### config.mk
export PLATFORM = sky130hd
export DESIGN_NAME = subtitle_dialogue_line_timing_parser
export DESIGN_NICKNAME = d
export VERILOG_FILES = /design/src/stdlp_pkg.sv /design/src/stdlp_front.sv /design/src/stdlp_back.sv /design/src/subtitle_dialogue_line_timing_parser.sv
export SDC_FILE = /design/constraint.sdc
export NUM_CORES = 1
export LEC_CHECK = 0
export ABC_CLOCK_PERIOD_IN_PS = 15300
export BUFFER_PORTS_ARGS = -buffer_cell sky130_fd_sc_hd__buf_2
export CORE_ASPECT_RATIO = 0.5
export CORE_UTILIZATION = 45
export CTS_BUF_LIST = sky130_fd_sc_hd__clkbuf_4
export DETAILED_ROUTE_END_ITERATION = 6
export PLACE_DENSITY = 0.72
export SLEW_MARGIN = 20
export SYNTH_ARGS = -nofsm -noshare
export SYNTH_HDL_FRONTEND = slang
export SYNTH_SLANG_ARGS = --single-unit
### constraint.sdc
create_clock -name clk_i -period 15.3 [get_ports clk_i]
set_input_delay 0.765 -clock clk_i [delete_from_list [all_inputs] [get_ports clk_i]]
set_output_delay 0.765 -clock clk_i [all_outputs]
set_load 0.05 [all_outputs]
### src/stdlp_pkg.sv
// shared types, codes and constants for the subtitle dialogue line timing parser
// no dependencies
package stdlp_pkg;

  localparam int unsigned PrefixLen = 9;
  localparam logic [9:0]  PosMax    = 10'd1023;
  localparam logic [32:0] TimeMax   = 33'd2147483647;

  typedef enum logic [2:0] {
    PH_LEAD   = 3'd0,
    PH_PREFIX = 3'd1,
    PH_FIELDS = 3'd2,
    PH_TEXT   = 3'd3,
    PH_NOTDLG = 3'd4,
    PH_TRUNC  = 3'd5
  } phase_e;

  typedef enum logic [2:0] {
    ST_OK     = 3'd0,
    ST_NOTDLG = 3'd1,
    ST_FEW    = 3'd2,
    ST_BAD    = 3'd3,
    ST_ORDER  = 3'd4
  } status_e;

  // timestamp component being parsed
  localparam logic [2:0] TcHours = 3'd0;
  localparam logic [2:0] TcMins  = 3'd1;
  localparam logic [2:0] TcSecs  = 3'd2;
  localparam logic [2:0] TcCenti = 3'd3;
  localparam logic [2:0] TcDone  = 3'd4;
  localparam logic [2:0] TcFail  = 3'd5;

  // number sub-state
  localparam logic [1:0] NsIdle  = 2'd0;
  localparam logic [1:0] NsSign  = 2'd1;
  localparam logic [1:0] NsDigit = 2'd2;

  localparam logic [1:0] CfgStart = 2'd0;
  localparam logic [1:0] CfgEnd   = 2'd1;
  localparam logic [1:0] CfgText  = 2'd2;

  typedef struct packed {
    logic [7:0] lc;
    logic [3:0] dig;
    logic       is_zero;
    logic       is_ws;
    logic       is_digit;
    logic       is_plus;
    logic       is_comma;
    logic       is_colon;
    logic       is_dot;
    logic       last;
  } tok_t;

  function automatic logic [7:0] tag_char(input logic [3:0] idx);
    logic [7:0] r;
    case (idx)
      4'd0:    r = 8'h64;
      4'd1:    r = 8'h69;
      4'd2:    r = 8'h61;
      4'd3:    r = 8'h6c;
      4'd4:    r = 8'h6f;
      4'd5:    r = 8'h67;
      4'd6:    r = 8'h75;
      4'd7:    r = 8'h65;
      4'd8:    r = 8'h3a;
      default: r = 8'h00;
    endcase
    return r;
  endfunction

endpackage

### src/stdlp_front.sv
// front end: takes character beats, classifies them and holds them in a two-entry queue
// depends on stdlp_pkg
module stdlp_front (
  input  logic            clk_i,
  input  logic            rst_ni,
  input  logic            push,
  output logic            full,
  input  logic [7:0]      char_byte_i,
  input  logic            line_end_i,
  output logic            tok_valid_o,
  output stdlp_pkg::tok_t tok_o,
  input  logic            tok_pop_i
);

  stdlp_pkg::tok_t q_mem_q [2];
  logic            wr_ptr_q, wr_ptr_d, rd_ptr_q, rd_ptr_d;
  logic [1:0]      cnt_q, cnt_d;
  stdlp_pkg::tok_t tok_in;
  logic            wr_en, rd_en;

  always_comb begin
    tok_in.lc       = (char_byte_i >= 8'h41 && char_byte_i <= 8'h5a) ?
                      char_byte_i + 8'd32 : char_byte_i;
    tok_in.dig      = 4'(char_byte_i - 8'h30);
    tok_in.is_zero  = (char_byte_i == 8'h00);
    tok_in.is_ws    = (char_byte_i == 8'h20) || (char_byte_i >= 8'h09 && char_byte_i <= 8'h0d);
    tok_in.is_digit = (char_byte_i >= 8'h30 && char_byte_i <= 8'h39);
    tok_in.is_plus  = (char_byte_i == 8'h2b);
    tok_in.is_comma = (char_byte_i == 8'h2c);
    tok_in.is_colon = (char_byte_i == 8'h3a);
    tok_in.is_dot   = (char_byte_i == 8'h2e);
    tok_in.last     = line_end_i;
  end

  assign full        = (cnt_q == 2'd2);
  assign tok_valid_o = (cnt_q != 2'd0);
  assign tok_o       = q_mem_q[rd_ptr_q];
  assign wr_en       = push && !full;
  assign rd_en       = tok_pop_i && tok_valid_o;

  always_comb begin
    wr_ptr_d = wr_en ? !wr_ptr_q : wr_ptr_q;
    rd_ptr_d = rd_en ? !rd_ptr_q : rd_ptr_q;
    cnt_d    = cnt_q + {1'b0, wr_en} - {1'b0, rd_en};
  end

  always_ff @(posedge clk_i or negedge rst_ni) begin
    if (!rst_ni) begin
      wr_ptr_q <= 1'b0;
      rd_ptr_q <= 1'b0;
      cnt_q    <= 2'd0;
    end else begin
      wr_ptr_q <= wr_ptr_d;
      rd_ptr_q <= rd_ptr_d;
      cnt_q    <= cnt_d;
    end
  end

  always_ff @(posedge clk_i) begin
    if (wr_en) begin
      q_mem_q[wr_ptr_q] <= tok_in;
    end
  end

endmodule

### src/stdlp_back.sv
// back end: line parser, timestamp evaluation pipeline and result queue
// depends on stdlp_pkg
module stdlp_back (
  input  logic            clk_i,
  input  logic            rst_ni,
  input  logic            tok_valid_i,
  input  stdlp_pkg::tok_t tok_i,
  output logic            tok_pop_o,
  input  logic            cfg_we_i,
  input  logic [1:0]      cfg_idx_i,
  input  logic [3:0]      cfg_val_i,
  output logic            empty,
  input  logic            pop,
  output logic [2:0]      status_o,
  output logic [30:0]     start_ms_o,
  output logic [30:0]     end_ms_o,
  output logic [9:0]      text_offset_o
);

  typedef struct packed {
    logic             commit;
    logic             fin;
    logic             is_start;
    logic             is_end;
    logic             syn_ok;
    logic [9:0]       h;
    logic [6:0]       m;
    logic [6:0]       s;
    logic [6:0]       c;
    stdlp_pkg::phase_e cls;
    logic [9:0]       ts;
  } ev_t;

  typedef struct packed {
    logic             commit;
    logic             fin;
    logic             is_start;
    logic             is_end;
    logic             bad;
    logic [21:0]      hs;
    logic [10:0]      c10;
    stdlp_pkg::phase_e cls;
    logic [9:0]       ts;
  } ev2_t;

  typedef struct packed {
    logic             commit;
    logic             fin;
    logic             is_start;
    logic             is_end;
    logic             bad;
    logic [32:0]      t;
    stdlp_pkg::phase_e cls;
    logic [9:0]       ts;
  } ev3_t;

  typedef struct packed {
    logic [2:0]  status;
    logic [30:0] start_ms;
    logic [30:0] end_ms;
    logic [9:0]  off;
  } res_t;

  // configuration
  logic [3:0] start_col_q, end_col_q, text_col_q;

  always_ff @(posedge clk_i or negedge rst_ni) begin
    if (!rst_ni) begin
      start_col_q <= 4'd1;
      end_col_q   <= 4'd2;
      text_col_q  <= 4'd9;
    end else if (cfg_we_i) begin
      case (cfg_idx_i)
        stdlp_pkg::CfgStart: start_col_q <= cfg_val_i;
        stdlp_pkg::CfgEnd:   end_col_q   <= cfg_val_i;
        stdlp_pkg::CfgText:  text_col_q  <= cfg_val_i;
        default: ;
      endcase
    end
  end

  // parser state
  stdlp_pkg::phase_e phase_q, phase_d;
  logic [3:0]  pc_q, pc_d, fi_q, fi_d;
  logic [2:0]  tc_q, tc_d;
  logic [1:0]  ns_q, ns_d;
  logic [9:0]  h_q, h_d;
  logic [6:0]  m_q, m_d, s_q, s_d, c_q, c_d;
  logic [9:0]  pos_q, pos_d, ts_q, ts_d;
  ev_t         ev;

  logic        r1_v_q, r2_v_q, r3_v_q;
  ev_t         r1_q;
  ev2_t        r2_q;
  ev3_t        r3_q;
  logic        en, ofull;

  always_comb begin
    logic [9:0]  pos_nx;
    logic [13:0] hv;
    logic [10:0] av;
    logic [6:0]  acc7;
    phase_d = phase_q;
    pc_d    = pc_q;
    fi_d    = fi_q;
    tc_d    = tc_q;
    ns_d    = ns_q;
    h_d     = h_q;
    m_d     = m_q;
    s_d     = s_q;
    c_d     = c_q;
    ts_d    = ts_q;
    pos_nx  = (pos_q < stdlp_pkg::PosMax) ? pos_q + 10'd1 : stdlp_pkg::PosMax;
    pos_d   = pos_nx;
    hv      = 14'(h_q) * 14'd10 + 14'(tok_i.dig);
    case (tc_q)
      stdlp_pkg::TcMins: acc7 = m_q;
      stdlp_pkg::TcSecs: acc7 = s_q;
      default:           acc7 = c_q;
    endcase
    av = 11'(acc7) * 11'd10 + 11'(tok_i.dig);
    ev = '0;
    ev.h        = h_q;
    ev.m        = m_q;
    ev.s        = s_q;
    ev.c        = c_q;
    ev.is_start = (fi_q == start_col_q);
    ev.is_end   = (fi_q == end_col_q);
    ev.syn_ok   = (tc_q == stdlp_pkg::TcDone) ||
                  (tc_q == stdlp_pkg::TcCenti && ns_q == stdlp_pkg::NsDigit);

    if (phase_d == stdlp_pkg::PH_LEAD) begin
      if (tok_i.is_zero) phase_d = stdlp_pkg::PH_NOTDLG;
      else if (!tok_i.is_ws) phase_d = stdlp_pkg::PH_PREFIX;
    end
    if (phase_d == stdlp_pkg::PH_PREFIX) begin
      if (pc_q < 4'(stdlp_pkg::PrefixLen) && tok_i.lc == stdlp_pkg::tag_char(pc_q)) begin
        pc_d = pc_q + 4'd1;
        if (pc_d == 4'(stdlp_pkg::PrefixLen)) begin
          fi_d = 4'd0;
          tc_d = stdlp_pkg::TcHours;
          ns_d = stdlp_pkg::NsIdle;
          h_d = '0; m_d = '0; s_d = '0; c_d = '0;
          if (text_col_q == 4'd0) begin
            phase_d = stdlp_pkg::PH_TEXT;
            ts_d    = pos_nx;
          end else begin
            phase_d = stdlp_pkg::PH_FIELDS;
          end
        end
      end else begin
        phase_d = stdlp_pkg::PH_NOTDLG;
      end
    end else if (phase_d == stdlp_pkg::PH_FIELDS) begin
      if (tok_i.is_zero) begin
        phase_d = stdlp_pkg::PH_TRUNC;
      end else if (tok_i.is_comma) begin
        ev.commit = 1'b1;
        fi_d = fi_q + 4'd1;
        if (fi_d >= text_col_q) begin
          phase_d = stdlp_pkg::PH_TEXT;
          ts_d    = pos_nx;
        end else begin
          tc_d = stdlp_pkg::TcHours;
          ns_d = stdlp_pkg::NsIdle;
          h_d = '0; m_d = '0; s_d = '0; c_d = '0;
        end
      end else if (tc_q < stdlp_pkg::TcDone) begin
        if (tok_i.is_digit && (ns_q != stdlp_pkg::NsIdle || !tok_i.is_ws)) begin
          ns_d = stdlp_pkg::NsDigit;
          case (tc_q)
            stdlp_pkg::TcHours: h_d = (hv > 14'd1023) ? 10'd1023 : hv[9:0];
            stdlp_pkg::TcMins:  m_d = (av > 11'd127) ? 7'd127 : av[6:0];
            stdlp_pkg::TcSecs:  s_d = (av > 11'd127) ? 7'd127 : av[6:0];
            default:            c_d = (av > 11'd127) ? 7'd127 : av[6:0];
          endcase
        end else if (ns_q == stdlp_pkg::NsIdle) begin
          if (tok_i.is_plus) ns_d = stdlp_pkg::NsSign;
          else if (!tok_i.is_ws) tc_d = stdlp_pkg::TcFail;
        end else if (ns_q == stdlp_pkg::NsSign) begin
          tc_d = stdlp_pkg::TcFail;
        end else if (tc_q == stdlp_pkg::TcCenti) begin
          tc_d = stdlp_pkg::TcDone;
        end else if ((tc_q == stdlp_pkg::TcSecs) ? tok_i.is_dot : tok_i.is_colon) begin
          tc_d = tc_q + 3'd1;
          ns_d = stdlp_pkg::NsIdle;
        end else begin
          tc_d = stdlp_pkg::TcFail;
        end
      end
    end
    ev.fin = tok_i.last;
    ev.cls = phase_d;
    ev.ts  = ts_d;
    if (tok_i.last) begin
      phase_d = stdlp_pkg::PH_LEAD;
      pc_d = '0; fi_d = '0;
      tc_d = stdlp_pkg::TcHours;
      ns_d = stdlp_pkg::NsIdle;
      h_d = '0; m_d = '0; s_d = '0; c_d = '0;
      pos_d = '0; ts_d = '0;
    end
  end

  assign en        = !(r3_v_q && r3_q.fin && ofull);
  assign tok_pop_o = en;

  always_ff @(posedge clk_i or negedge rst_ni) begin
    if (!rst_ni) begin
      phase_q <= stdlp_pkg::PH_LEAD;
      pc_q <= '0; fi_q <= '0;
      tc_q <= stdlp_pkg::TcHours;
      ns_q <= stdlp_pkg::NsIdle;
      h_q <= '0; m_q <= '0; s_q <= '0; c_q <= '0;
      pos_q <= '0; ts_q <= '0;
    end else if (en && tok_valid_i) begin
      phase_q <= phase_d;
      pc_q <= pc_d; fi_q <= fi_d;
      tc_q <= tc_d; ns_q <= ns_d;
      h_q <= h_d; m_q <= m_d; s_q <= s_d; c_q <= c_d;
      pos_q <= pos_d; ts_q <= ts_d;
    end
  end

  // evaluation pipeline
  always_ff @(posedge clk_i or negedge rst_ni) begin
    if (!rst_ni) begin
      r1_v_q <= 1'b0;
      r2_v_q <= 1'b0;
      r3_v_q <= 1'b0;
    end else if (en) begin
      r1_v_q <= tok_valid_i && (ev.commit || ev.fin);
      r2_v_q <= r1_v_q;
      r3_v_q <= r2_v_q;
    end
  end

  always_ff @(posedge clk_i) begin
    if (en) begin
      r1_q <= ev;
      r2_q.commit   <= r1_q.commit;
      r2_q.fin      <= r1_q.fin;
      r2_q.is_start <= r1_q.is_start;
      r2_q.is_end   <= r1_q.is_end;
      r2_q.bad      <= !r1_q.syn_ok || (r1_q.m >= 7'd60) || (r1_q.s >= 7'd60) ||
                       (r1_q.c >= 7'd100);
      r2_q.hs       <= 22'(r1_q.h) * 22'd3600 + 22'(r1_q.m) * 22'd60 + 22'(r1_q.s);
      r2_q.c10      <= 11'(r1_q.c) * 11'd10;
      r2_q.cls      <= r1_q.cls;
      r2_q.ts       <= r1_q.ts;
      r3_q.commit   <= r2_q.commit;
      r3_q.fin      <= r2_q.fin;
      r3_q.is_start <= r2_q.is_start;
      r3_q.is_end   <= r2_q.is_end;
      r3_q.bad      <= r2_q.bad;
      r3_q.t        <= 33'(r2_q.hs) * 33'd1000 + 33'(r2_q.c10);
      r3_q.cls      <= r2_q.cls;
      r3_q.ts       <= r2_q.ts;
    end
  end

  // time registers and result
  logic        sv_q, ev_q, sv_n, ev_n, v_ok;
  logic [30:0] st_q, et_q, st_n, et_n;
  res_t        res;

  always_comb begin
    v_ok = !r3_q.bad && (r3_q.t <= stdlp_pkg::TimeMax);
    sv_n = sv_q; st_n = st_q;
    ev_n = ev_q; et_n = et_q;
    if (r3_q.commit && r3_q.is_start) begin
      sv_n = v_ok; st_n = r3_q.t[30:0];
    end
    if (r3_q.commit && r3_q.is_end) begin
      ev_n = v_ok; et_n = r3_q.t[30:0];
    end
    res = '0;
    if (r3_q.cls == stdlp_pkg::PH_LEAD || r3_q.cls == stdlp_pkg::PH_PREFIX ||
        r3_q.cls == stdlp_pkg::PH_NOTDLG) begin
      res.status = stdlp_pkg::ST_NOTDLG;
    end else if (r3_q.cls != stdlp_pkg::PH_TEXT) begin
      res.status = stdlp_pkg::ST_FEW;
    end else if (!sv_n || !ev_n) begin
      res.status = stdlp_pkg::ST_BAD;
    end else if (et_n <= st_n) begin
      res.status = stdlp_pkg::ST_ORDER;
    end else begin
      res.status   = stdlp_pkg::ST_OK;
      res.start_ms = st_n;
      res.end_ms   = et_n;
      res.off      = r3_q.ts;
    end
  end

  always_ff @(posedge clk_i or negedge rst_ni) begin
    if (!rst_ni) begin
      sv_q <= 1'b0;
      ev_q <= 1'b0;
    end else if (en && r3_v_q) begin
      sv_q <= r3_q.fin ? 1'b0 : sv_n;
      ev_q <= r3_q.fin ? 1'b0 : ev_n;
    end
  end

  always_ff @(posedge clk_i) begin
    if (en && r3_v_q) begin
      st_q <= st_n;
      et_q <= et_n;
    end
  end

  // result queue
  res_t       o_mem_q [2];
  logic       owr_q, ord_q;
  logic [1:0] ocnt_q;
  logic       opush, opop;

  assign ofull  = (ocnt_q == 2'd2);
  assign empty  = (ocnt_q == 2'd0);
  assign opush  = r3_v_q && r3_q.fin && !ofull;
  assign opop   = pop && !empty;

  assign status_o      = o_mem_q[ord_q].status;
  assign start_ms_o    = o_mem_q[ord_q].start_ms;
  assign end_ms_o      = o_mem_q[ord_q].end_ms;
  assign text_offset_o = o_mem_q[ord_q].off;

  always_ff @(posedge clk_i or negedge rst_ni) begin
    if (!rst_ni) begin
      owr_q  <= 1'b0;
      ord_q  <= 1'b0;
      ocnt_q <= 2'd0;
    end else begin
      if (opush) owr_q <= !owr_q;
      if (opop) ord_q <= !ord_q;
      ocnt_q <= ocnt_q + {1'b0, opush} - {1'b0, opop};
    end
  end

  always_ff @(posedge clk_i) begin
    if (opush) begin
      o_mem_q[owr_q] <= res;
    end
  end

endmodule

### src/subtitle_dialogue_line_timing_parser.sv
// top level of the subtitle dialogue line timing parser: character beats in, line results out
// depends on stdlp_pkg, stdlp_front and stdlp_back
// throughput: one character per cycle, set by the single-cycle parser step in the back end,
// except while a finished line waits on a full result queue; a line result passes through the
// front queue, parser, two timestamp multiply stages and result queue
// reset: asynchronous active low; clears queues, parser state and registers to defaults
module subtitle_dialogue_line_timing_parser (
  input  logic        clk_i,
  input  logic        rst_ni,
  input  logic        push,
  output logic        full,
  input  logic [7:0]  char_byte_i,
  input  logic        line_end_i,
  output logic        empty,
  input  logic        pop,
  output logic [2:0]  status_o,
  output logic [30:0] start_ms_o,
  output logic [30:0] end_ms_o,
  output logic [9:0]  text_offset_o,
  input  logic        cfg_valid_i,
  output logic        cfg_ready_o,
  input  logic [1:0]  cfg_index_i,
  input  logic [3:0]  cfg_data_i
);

  logic            tok_valid, tok_pop;
  stdlp_pkg::tok_t tok;

  assign cfg_ready_o = 1'b1;

  stdlp_front u_front (
    .clk_i       (clk_i),
    .rst_ni      (rst_ni),
    .push        (push),
    .full        (full),
    .char_byte_i (char_byte_i),
    .line_end_i  (line_end_i),
    .tok_valid_o (tok_valid),
    .tok_o       (tok),
    .tok_pop_i   (tok_pop)
  );

  stdlp_back u_back (
    .clk_i         (clk_i),
    .rst_ni        (rst_ni),
    .tok_valid_i   (tok_valid),
    .tok_i         (tok),
    .tok_pop_o     (tok_pop),
    .cfg_we_i      (cfg_valid_i),
    .cfg_idx_i     (cfg_index_i),
    .cfg_val_i     (cfg_data_i),
    .empty         (empty),
    .pop           (pop),
    .status_o      (status_o),
    .start_ms_o    (start_ms_o),
    .end_ms_o      (end_ms_o),
    .text_offset_o (text_offset_o)
  );

endmodule
---- After elaboration in Yosys (flattened, before gate mapping) ----
Memories as Yosys holds them, arrays and structs flattened.
Cells that the tools add are included.
operators by class
  $add $sub $neg .......................... 15
  multiply operators ...................... 6
  magnitude comparators ................... 17
  eq/ne operators ......................... 35
  multiplexer cells ....................... 130
  reduce and logical (&&, ||, !) cells .... 72
operator list
  kind                                                                                  number
  72-bit two-way mux                                                                    4
  10-bit two-way mux                                                                    23
  7-bit two-way mux                                                                     28
  3-bit two-way mux                                                                     31
  31-bit two-way mux                                                                    2
  8-bit by 6-bit equality test with 1-bit output (second input constant)                5
  4-bit two-way mux                                                                     10
  9-bit AND reduction                                                                   4
  32-bit by 11-bit adder with 33-bit output                                             1
  33-bit by 31-bit less-or-equal comparator with 1-bit output (second input constant)   1
  31-bit less-or-equal comparator                                                       1
  2-bit two-way mux                                                                     15
  22-bit by 7-bit multiplier with 29-bit output (second input constant)                 1
  22-bit by 13-bit adder with 22-bit output                                             1
  22-bit by 7-bit adder with 22-bit output                                              1
  7-bit by 3-bit multiplier with 10-bit output (second input constant)                  2
  4-bit nonzero test                                                                    5
  10-bit by 8-bit multiplier with 18-bit output (second input constant)                 1
  1-bit logical AND                                                                     17
  8-bit two-way mux                                                                     2
  14-bit by 4-bit adder with 14-bit output                                              1
  7-bit by 6-bit greater-or-equal comparator with 1-bit output (second input constant)  2
  14-bit by 10-bit greater-than comparator with 1-bit output (second input constant)    1
  1-bit two-way mux                                                                     14
  other kinds (55)                                                                      102
storage, ports and cells
  register bits ........................... 304
  bits in writable memories ............... 190
  bits in read-only memories .............. 112
  input bits .............................. 20
  output and inout bits ................... 78
  word-level logic and storage cells ...... 333
  memories kept ........................... 3
memory list
  memory           words  width  read ports  clocked after Yosys merged registers in  wr ports  line               text
  u_back.o_mem_q   2      75     1           0                                        1         stdlp_back.sv:313  res_t o_mem_q [2];
  (no name shown)  16     7      1           0                                        0         stdlp_pkg.sv:58    case (idx)
  u_front.q_mem_q  2      20     1           0                                        1         stdlp_front.sv:15  stdlp_pkg::tok_t q_mem_q [2];

---- Longest topological paths before layout ----
  depth in word-level cells ............... 14
  gate-level depth with buffers ........... 21
  mapped depth without buffers ............ 21

---- Modules after synthesis ----
From an unflattened synthesis, not the netlist that was laid out.
second synthesis, totals
  cells, all modules ...................... 2227
  area, all modules ....................... 28307.1 um^2
by module, submodules not included
  module                                instances  cells each  area each (um^2)  sequential area each (um^2)
  stdlp_back                            1          2118        26681.8           13047.5
  stdlp_front                           1          107         1614.0            1061.0
  subtitle_dialogue_line_timing_parser  1          2           11.3              0.0

---- Worst setup path after synthesis ----
No wires, ideal clock.
  kind .................................... flip-flop to flip-flop
  from .................................... register u_back.ocnt_q[1]
  to ...................................... register u_front.cnt_q[1]
  setup time .............................. 123 ps
  data arrival time ....................... 6899 ps
  required time ........................... 15177 ps
  path slack .............................. 8278 ps
  stages on the path, launching flop included .. 11
  buffers on the path ..................... 1
  period minus slack after synthesis ...... 7022 ps
  cells stage by stage .................... dfrtp_1 nor2b_1 nand3_1 o21ai_1 inv_1 clkbuf_1 ha_1 inv_1 ha_1 xnor2_1 xnor2_1
between the ends
  cells in the longest elaborated chain, start to end .. 5
ends and longest elaborated chain
  element                                      line               text
  start: declaration                           stdlp_back.sv:315  logic [1:0] ocnt_q;
  start signal: assignment                     stdlp_back.sv:336  ocnt_q <= ocnt_q + {1'b0, opush} - {1'b0, opop};
  2-bit equality test                          stdlp_back.sv:318  assign ofull = (ocnt_q == 2'd2);
  1-bit logical AND                            stdlp_back.sv:205  assign en = !(r3_v_q && r3_q.fin && ofull);
  1-bit zero test                              stdlp_back.sv:205
  1-bit logical AND                            stdlp_front.sv:39  assign rd_en = tok_pop_i && tok_valid_o;
  named net u_front.rd_en                      stdlp_front.sv:19  logic wr_en, rd_en;
  2-bit by 1-bit subtractor with 2-bit output  stdlp_front.sv:44  cnt_d = cnt_q + {1'b0, wr_en} - {1'b0, rd_en};
  named net u_front.cnt_d[1]                   stdlp_front.sv:17  logic [1:0] cnt_q, cnt_d;
  end signal: assignment                       stdlp_front.sv:55  cnt_q <= cnt_d;
  end: declaration                             stdlp_front.sv:17
The timed path passes the listed nets, and every way through them passes these cells.
A chain may end at the register's enable or synchronous reset.

---- Worst setup path in the final report ----
  from .................................... register u_back.r2_q[38] (netlist bit)
  to ...................................... register u_back.r3_q[44] (netlist bit), data pin
between the ends
  cells in the longest elaborated chain, start to end .. 2
ends and longest elaborated chain
  element                                        line               text
  start: declaration                             stdlp_back.sv:94   ev2_t r2_q;
  22-bit by 7-bit multiplier with 29-bit output  stdlp_back.sv:256  r3_q.t <= 33'(r2_q.hs) * 33'd1000 + 33'(r2_q.c10);
  32-bit by 11-bit adder with 33-bit output      stdlp_back.sv:256
  end: declaration                               stdlp_back.sv:95   ev3_t r3_q;
No other way between the ends.

==> metrics.txt <==
r2r setup slk 9180 ps; DRT Wirelength 53.3 mm; GPL Wtd Cong 0.852; Ys Warns 0; crit path kind flip-flop to flip-flop; Yosys reg bits 485; multi-input logic area 0.0133 mm2; final critical-path required period 6120 ps; filler cell count in the final layout 5286; sequential fraction of the synthesis area 49.4%; Initial DRC Count 957; syn nets 2656; Max Freq 0.163 GHz; via/cell ratio 5.17; drt pass-1 iters 5; status finished, final reports clean; unrepaired setup endpoints after global routing false; Min-Delay Path Class primary input to flip-flop; Final setup viols 0; global-route wire length before repair 88.2 mm; initial antenna violation count 1; syn_area_per_cell 12.5 um2; Crit path required time 15850 ps; GR Layer Usage met1 23.2%; CORE AREA 0.0619 mm2; Reg clk slew, reported paths 70 ps; H-tree depth 3; CTS Root Cell clkbuf_4; clk_lat worst skew 840 ps; Post-synth EDFFs 393; share of cells above drive strength 1 18.4%; met3 Use GR 2.87%; Fin. Hold Viols 0; Area Growth Syn to Fin 10.1%; most instantiated library cell after synthesis edfxtp_1; largest net degree at the start of global routing 74; Slew @ Worst Pin 907 ps; Synth top cells by count edfxtp_1, inv_1, ha_1; DP HPWL 38.7 mm; nets@finish 2831; Starting Density 46.1%; Critical Path Sink Type flip-flop; clock buffer depth 3; postcts setup bufs 0; Final Max Tran Viols 0; clock skew 48.4 ps; via count 17425; vias in the first global route 17739; Synth area leader edfxtp_1; All-Layer GR Usage 16.7%; Avg WL per Cell 15.8 um; Reg area 0.0141 mm2; Die Height 180 um; Final TNS setup 0 ps; crit path DAT 6670 ps; cell row count 64; clk sink count 485; DIE WIDTH 358 um; ys flop type edfxtp_1; CTS tree built; critical path fanouts, max 8; TritonCTS Buffers 110; gr busiest metal met2; Synth async-reset ratio 19.0%; Area contributors post-synth edfxtp_1, ha_1, fa_1; share of the synthesized area in the top cell type 41.3%; Synth Cell Area 0.0285 mm2; Slew headroom 39.6%; die area 0.0645 mm2; DR DRC count 0; library cells used by synthesis 81; crit share post-route 40.0%; Syn Inst Count 2277; antenna viol nets, final 0; IO buf count 96; crit path launch type flip-flop; GR Util met2 26.8%; I/O pin count 98; Remaining Overflow, GRT 0; max cap viols 0
## kinds of logic after synthesis
group | synth area share [%]
XOR/XNOR | 3.83
AND/OR/NAND/NOR | 8.20
buffers and inverters | 4.13
flip-flops | 49.4
multiplexers | 8.08
other | 0.0131
AO/OA/AOI/OAI | 7.67
adder cells (fa/ha/maj) | 18.7
## layout by cell type (no fill, tap or decap), types with 23 or more instances in the layout
cell,synthesis,layout
a21o_1,37,37
a21oi_1,101,101
buf_2,2,95
clkbuf_4,0,161
clkinv_1,0,33
dfrtp_1,88,87
edfxtp_1,393,393
fa_1,111,111
ha_1,248,248
inv_1,258,257
mux2_2,149,149
mux2i_1,49,49
nand2_1,84,83
nand3_1,38,37
nand4_1,23,23
nor2_1,118,117
nor2b_1,52,52
nor3_1,27,26
o21ai_0,64,64
xnor2_1,88,88
xor2_1,37,37
## metrics by stage
step	area, um2	setup WS [ps]	hold slack, ps	cells	util, %
floorplan	28500	8280	400	2277	-
global placement	30000	9380	400	3164	48.5
detailed placement	30000	9260	405	3164	48.5
CTS	31400	9210	27.4	3371	50.8
global route	31400	8780	36.8	3372	50.8
finish	31400	9180	125	3372	50.8
## state kept, by name (all words and copies together) (netlist names), 2 cells and up
signal and cells:
u_back.o_mem_q 150, u_back.end_col_q 4, u_back.pc_q 4, u_back.ocnt_q 2
u_back.r2_q 50, u_back.tc_q 3, u_front.cnt_q 2, u_back.phase_q 3
u_back.start_col_q 4, u_back.text_col_q 4, u_back.st_q 31, u_back.s_q 7
u_back.m_q 7, u_back.r1_q 49, u_front.q_mem_q 32, u_back.ts_q 10
u_back.ns_q 2, u_back.c_q 7, u_back.h_q 10, u_back.r3_q 50
u_back.pos_q 10, u_back.et_q 31, u_back.fi_q 4
## what timing repair did
item                                   4_1_cts  5_1_grt
hold buffers                                 1        0
endpoints found under the hold margin       21        0
gates resized for setup                      0        0
## path summary, 6_finish.rpt
kind	start	cells past startpoint	end
worst max-delay path	u_back.r2_q[38]	18	u_back.r3_q[44]
worst min-delay path	line_end_i	1	u_front.q_mem_q[0][0]
worst max register to register	u_back.r2_q[38]	18	u_back.r3_q[44]
worst min register to register	u_back.r2_q[50]	0	u_back.r3_q[50]
max in group asynchronous	rst_ni	3	u_back.h_q[5]
min in group asynchronous	rst_ni	2	u_back.pos_q[1]
## layout make-up
type                            count  share of cell area [%]
Clock inverter                     45                   0.625
Tap cell                          825                    3.28
Antenna cell                        1                 0.00796
Sequential cell                   485                    44.9
Multi-Input combinational cell   1483                    42.3
Timing Repair Buffer              114                    1.97
Clock buffer                      161                    3.84
Inverter                          258                    3.08
## routing by layer
metal  part of all wire (%)  routed length [um]  vias to the layer above
li1                       -                   -                     8587
met1                     48               25800                     8437
met2                     46               24600                      324
met3                    3.9                2070                       77
met4                    1.6                 852                        0
met5                      0                   0                        -
## critical path: stages, from the launching register on
cell and delay (ps):
edfxtp_1 420, inv_1 240, fa_1 490, fa_1 510
inv_1 50, fa_1 490, inv_1 50, fa_1 490
inv_1 40, ha_1 430, a21oi_1 100, o21ai_0 490
a2111oi_0 160, a211o_1 290, or3b_2 500, nor4_1 480
and4_1 310, nand4_1 120, xor2_1 180
Power is left out: the tool's default activity adds up to more than one toggle a clock period on the data nets, which glitch-free logic cannot reach.
